## src/sv/rptu_pkg.sv

```systemverilog
// ----------------------------------------------------------------------------
// rptu_pkg
// Types, constants and controller/datapath interface structs.
// ----------------------------------------------------------------------------
package rptu_pkg;

  localparam int GRID_SIZE_DEF = 32;
  localparam int MAX_RESULTS   = 63;
  // grid position width in Q.30 for grids up to 32 pixels
  localparam int GW            = 35;
  localparam logic [31:0] Q30_ONE = 32'h4000_0000;
  // 10000 * d <= 2^30  <=>  d <= 107374
  localparam logic [GW-1:0] ALIGN_D_MAX = GW'(107374);

  typedef struct packed {
    logic signed [15:0] dir_cos;
    logic signed [15:0] dir_sin;
    logic signed [15:0] offset;
  } rptu_in_t;

  typedef struct packed {
    logic [4:0]  cell_col;
    logic [4:0]  cell_row;
    logic [15:0] seg_weight;
    logic        last;
  } rptu_out_t;

  typedef struct packed {
    logic load;
    logic sq;
    logic sqrt_step;
    logic hmul;
    logic twice;
    logic gpos;
    logic axis;
    logic div_start;
    logic div_sel_next;
    logic cap_step;
    logic cap_next;
    logic walk;
  } rptu_cmd_t;

  typedef struct packed {
    logic div_done;
    logic walk_last;
  } rptu_sts_t;

endpackage

```

## src/sv/rptu_ctrl.sv

```systemverilog
// ----------------------------------------------------------------------------
// rptu_ctrl
// Sequencer: setup steps, square root, divisions, then the pixel walk.
// ----------------------------------------------------------------------------
module rptu_ctrl (
  input  logic                 clk,
  input  logic                 rst_n,
  input  logic                 in_valid,
  output logic                 in_ready,
  input  rptu_pkg::rptu_sts_t  sts,
  output rptu_pkg::rptu_cmd_t  cmd
);

  localparam logic [3:0] S_IDLE    = 4'd0;
  localparam logic [3:0] S_SQ      = 4'd1;
  localparam logic [3:0] S_SQRT    = 4'd2;
  localparam logic [3:0] S_HMUL    = 4'd3;
  localparam logic [3:0] S_TWICE   = 4'd4;
  localparam logic [3:0] S_GPOS    = 4'd5;
  localparam logic [3:0] S_AXIS    = 4'd6;
  localparam logic [3:0] S_DS_GO   = 4'd7;
  localparam logic [3:0] S_DS_WAIT = 4'd8;
  localparam logic [3:0] S_DN_GO   = 4'd9;
  localparam logic [3:0] S_DN_WAIT = 4'd10;
  localparam logic [3:0] S_WALK    = 4'd11;

  logic [3:0] state_r, state_nxt;
  logic [3:0] cnt_r, cnt_nxt;

  assign in_ready = (state_r == S_IDLE);

  always_comb begin
    state_nxt = state_r;
    cnt_nxt   = cnt_r;
    cmd       = '0;
    case (state_r)
      S_IDLE: begin
        cmd.load = in_valid;
        if (in_valid) begin
          state_nxt = S_SQ;
        end
      end
      S_SQ: begin
        cmd.sq    = 1'b1;
        cnt_nxt   = '0;
        state_nxt = S_SQRT;
      end
      S_SQRT: begin
        cmd.sqrt_step = 1'b1;
        cnt_nxt       = cnt_r + 4'd1;
        if (cnt_r == 4'd15) begin
          state_nxt = S_HMUL;
        end
      end
      S_HMUL: begin
        cmd.hmul  = 1'b1;
        state_nxt = S_TWICE;
      end
      S_TWICE: begin
        cmd.twice = 1'b1;
        state_nxt = S_GPOS;
      end
      S_GPOS: begin
        cmd.gpos  = 1'b1;
        state_nxt = S_AXIS;
      end
      S_AXIS: begin
        cmd.axis  = 1'b1;
        state_nxt = S_DS_GO;
      end
      S_DS_GO: begin
        cmd.div_start = 1'b1;
        state_nxt     = S_DS_WAIT;
      end
      S_DS_WAIT: begin
        cmd.cap_step = sts.div_done;
        if (sts.div_done) begin
          state_nxt = S_DN_GO;
        end
      end
      S_DN_GO: begin
        cmd.div_start    = 1'b1;
        cmd.div_sel_next = 1'b1;
        state_nxt        = S_DN_WAIT;
      end
      S_DN_WAIT: begin
        cmd.cap_next = sts.div_done;
        if (sts.div_done) begin
          state_nxt = S_WALK;
        end
      end
      S_WALK: begin
        cmd.walk = 1'b1;
        if (sts.walk_last) begin
          state_nxt = S_IDLE;
        end
      end
      default: begin
        state_nxt = S_IDLE;
      end
    endcase
  end

  always_ff @(posedge clk) begin
    if (!rst_n) begin
      state_r <= S_IDLE;
      cnt_r   <= '0;
    end else begin
      state_r <= state_nxt;
      cnt_r   <= cnt_nxt;
    end
  end

endmodule

```

## config.mk

```make
export PLATFORM = sky130hd
export DESIGN_NAME = rptu_ctrl
export DESIGN_NICKNAME = d
export VERILOG_FILES = /design/src/sv/rptu_pkg.sv /design/src/sv/rptu_ctrl.sv
export SDC_FILE = /design/constraint.sdc
export NUM_CORES = 1
export LEC_CHECK = 0
export BUFFER_PORTS_ARGS = -buffer_cell sky130_fd_sc_hd__buf_2
export CORE_UTILIZATION = 47
export CTS_BUF_LIST = sky130_fd_sc_hd__clkbuf_8
export DETAILED_ROUTE_END_ITERATION = 16
export PLACE_DENSITY = 0.77
export SLEW_MARGIN = 40
export SYNTH_ARGS = -nofsm -noshare
export SYNTH_HDL_FRONTEND = slang
export SYNTH_SLANG_ARGS = --single-unit
```

## constraint.sdc

```tcl
create_clock -name clk -period 1.21 [get_ports clk]
set_input_delay 0.0605 -clock clk [delete_from_list [all_inputs] [get_ports clk]]
set_output_delay 0.0605 -clock clk [all_outputs]
set_load 0.01 [all_outputs]
```

# After elaboration in Yosys (flattened, before gate mapping)
# Index checks and enable logic that the tools add are counted.
# classes
add_sub_neg,1
n_eq_ne,17
n_mux,19
reduce_logical,4
# op_table
operator,count
$pmux W4 S12,1
$eq A4 B4 Y1 const B,5
$mux W4,5
$eq A4 B3 Y1 const B,4
$mux W1,12
$ne A2 B2 Y1 const B,5
$eq A4 B2 Y1 const B,2
$pmux W4 S2,1
$reduce_and A5 Y1,1
$add A4 B1 Y4 const B,1
$eq A4 B1 Y1 const B,1
$logic_not A4 Y1,1
$reduce_bool A2 Y1,1
$reduce_or A2 Y1,1
# word_totals
register_bits,8
in_bits,5
out_inout_bits,13
elab_cells,43

# Logic depth before layout (Yosys ltp)
# logic_depth
depth_word,3
ltp_mapped,5
mapped_depth_nobuf,4

# Worst setup path after synthesis
# No wires, ideal clock.
# synth_timing
path_kind,register to output
start,reg state_r[1]
end,out cmd[4] (netlist bit)
t_arrival_ns,1.113
required_ns,1.150
setup_slack_ns,0.036
stages_incl_launch_ff,4
path_buffers,1
cell_sequence,dfxtp_1 > buf_4 > or3b_1 > a21boi_0
# synth_lines
item,line_no,source
start: declaration,rptu_ctrl.sv:27,"logic [3:0] state_r, state_nxt;"
start signal: assignment,rptu_ctrl.sv:109,state_r <= state_nxt;
end: declaration,rptu_ctrl.sv:11,output rptu_pkg::rptu_cmd_t cmd

==> results_dict.tcl <==
set metrics [dict create \
    post-place-cells 117 \
    cp-end-kind "output port" \
    critPathMaxFanout 5 \
    route.met3.wl_um 270 \
    ys_ff_latch 8 \
    met2_wirelength_um 1250 \
    hold_viol 0 \
    track_usage_pct 30.9 \
    vias 804 \
    synthSimpleGateAreaFrac_pct 42.2 \
    fp.coreArea_sq_mm 0.00116 \
    synthMuxAreaShare_pct 3.28 \
    finalPower_mw 0.914 \
    syn_nets 85 \
    syn_inst 79 \
    hpwl_um 1160 \
    diodes 0 \
    multi_input_area_sq_um 553 \
    ant_nets 0 \
    rsz0062_at_grt "yes" \
    required_ns 1.15 \
    highest_layer "met4" \
    grt_pass1_wl_um 3070 \
    finClkSkew_ns 0.00335 \
    arrival_ns 1.29 \
    worstSetupPathType "register to output port" \
    start_util_pct 52.8 \
    drt-initial-drc-count 38 \
    worstHoldPathType "input pin to register" \
    maxCapViolations 0 \
    grt_pass1_vias 709 \
    die_h_um 38.0 \
    vdd_drop_max_mv 0.941 \
    cts-buffers-inserted 3 \
    nets 121 \
    antenna_found_initial 0 \
    ios 18 \
    rr_startpoint "state_r[2]" \
    synth.area.top_cells "dfxtp_1, nand2b_1, nor2_1, buf_2, nor3_1" \
    fin_ws_ns -0.141 \
    io_buffers 17 \
    place_congestion 0.895 \
    slew_viol_final 0 \
    worst_pin_slew_ns 0.325 \
    grt-ovfl-total 0 \
    met1_length_um 1090 \
    worstHoldStart "rst_n" \
    seqCellArea_sq_um 183 \
    cts_max_path_buffers 2 \
    cts_tree "yes" \
    syn_area_per_cell_sq_um 7.73 \
    status "finished, violations left" \
    ys_warn_count 0 \
    synthDistinctLibCells 37 \
    final_cell_mix "buf_2, buf_4, dfxtp_4" \
    violations "setup timing" \
    leakage_nw 0.467 \
    viasPerCell 6.33 \
    die-area_sq_mm 0.00145 \
    cellPowerDensity_mw_per_mm2 854 \
    die_x_um 38.0 \
    period_minus_slack_ns 1.35 \
    first_pass_iters 4 \
    holdBufCountCts 0 \
    drc 0 \
    root_buffer "clkbuf_8" \
    fin_cells 127 \
    ys_seq_area_share_pct 26.2 \
    num_rows 12 \
    cts_max_level 1 \
    syn-cell-area_sq_um 611 \
    grt_start_max_net_pins 10 \
    drive_gt1_share_pct 61.9 \
    clock-sinks 8 \
    drt-total-wl_um 2660 \
    finalCritPeriodShare_pct 112 \
    relSlewSlack_pct 78.3 \
    setup_viol 9 \
    fmax_mhz 740 \
    start_kind "register" \
    whs_ns 0.168 \
    startpoint "state_r[1]" \
    synth_top_family_by_area "simple AND/OR/NAND/NOR gates" \
    synthAdderAreaFrac_pct 2.05 \
    synthToLayoutAreaGrowth_pct 75.2 \
    worstSkewPairLatency_ns 0.23 \
    synth_xor_area_share_pct 1.43 \
    num-fill-cells 43 \
    yosysTopAreaCell "dfxtp_1" \
    synth_top_area_share_pct 26.2 \
    clk_pin_slew_ns 0.04 \
    synth_compound_area_share_pct 18.2 \
    wl_per_cell_um 21.0 \
]
stage by stage:
stage	TNS [ns]	worst slack, ns	instance area (sq um)	utilization [%]
after detailed placement	-0.0587	-0.0288	782	67.6
after global placement	-0.0330	-0.0167	782	67.6
after CTS	-0.168	-0.0719	911	78.8
after global routing	-0.857	-0.151	1070	92.5
final	-0.543	-0.141	1070	92.5
after floorplan	0	0.0364	611	-
state kept, by name, summed over array words and instances (netlist names):
signal and cells:
cnt_r 4, state_r 4
worst paths after layout:
check             slack (ns)          to  cells after the start
setup / recovery       -0.14      cmd[0]                      5
hold / removal          0.17  state_r[3]                      2
setup reg to reg       -0.03    cnt_r[3]                      3
hold reg to reg         0.48    cnt_r[3]                      1
power breakdown:
| part | internal, mW | total, mW | switching, mW |
|---|---|---|---|
| clock | 0.217 | 0.335 | 0.119 |
| combinational | 0.143 | 0.284 | 0.141 |
| sequential | 0.271 | 0.294 | 0.0226 |
| total | 0.631 | 0.914 | 0.282 |
kinds of logic after synthesis:
| family | Yosys count |
|---|---|
| AND/OR/NAND/NOR | 42 |
| AO/OA/AOI/OAI | 17 |
| buffers and inverters | 8 |
| flip-flops | 8 |
| multiplexers | 2 |
| XOR/XNOR | 1 |
| adder cells (fa/ha/maj) | 1 |
Yosys cell counts:
master,instances
and4_1,1
buf_4,1
o311ai_1,1
nand4_1,2
and4b_1,1
a21boi_1,1
o21ai_0,2
nand2_1,5
a21boi_0,1
dfxtp_1,8
mux2i_1,2
and2_1,3
clkbuf_1,1
a311o_1,1
nor4_2,1
o22ai_1,2
or3b_1,1
nor2_1,7
nor2b_1,1
a31oi_1,1
a22oi_1,1
o21a_1,1
or4_1,1
nand2b_1,6
buf_2,5
nand3b_1,2
nor4bb_1,1
inv_1,1
nor3_1,5
o21ai_1,1
and4bb_2,1
a41oi_1,1
xnor2_1,1
a21oi_1,4
or2_2,2
nor3b_1,2
ha_1,1
critical path, stage by stage, from the launching register on:
cell and delay (ns):
dfxtp_4 0.37, buf_4 0.12, buf_4 0.13, nand2_4 0.07, nor2_1 0.17, buf_2 0.20
area by class of cell:
cell class / instances / share of cell area [%]
multi-input combinational: 63 / 51.7
clock buffer: 3 / 3.86
timing repair buffer: 38 / 25.4
sequential: 8 / 17.1
inverter: 1 / 0.351
tap: 14 / 1.64
timing repair:
item | 4_1_cts | 5_1_grt
gates cloned | 0 | 0
gates resized for setup | 19 | 29
setup buffers | 5 | 2
pin swaps | 7 | 7
setup endpoints to repair | 17 | 15
routing by layer:
metal,GRT usage (%),vias to the layer above
li1,-,366
met1,37.5,382
met2,49.6,52
met3,3.49,4
met4,22.3,0
met5,0,-
No activity file was read; power rests on OpenSTA's default activity.
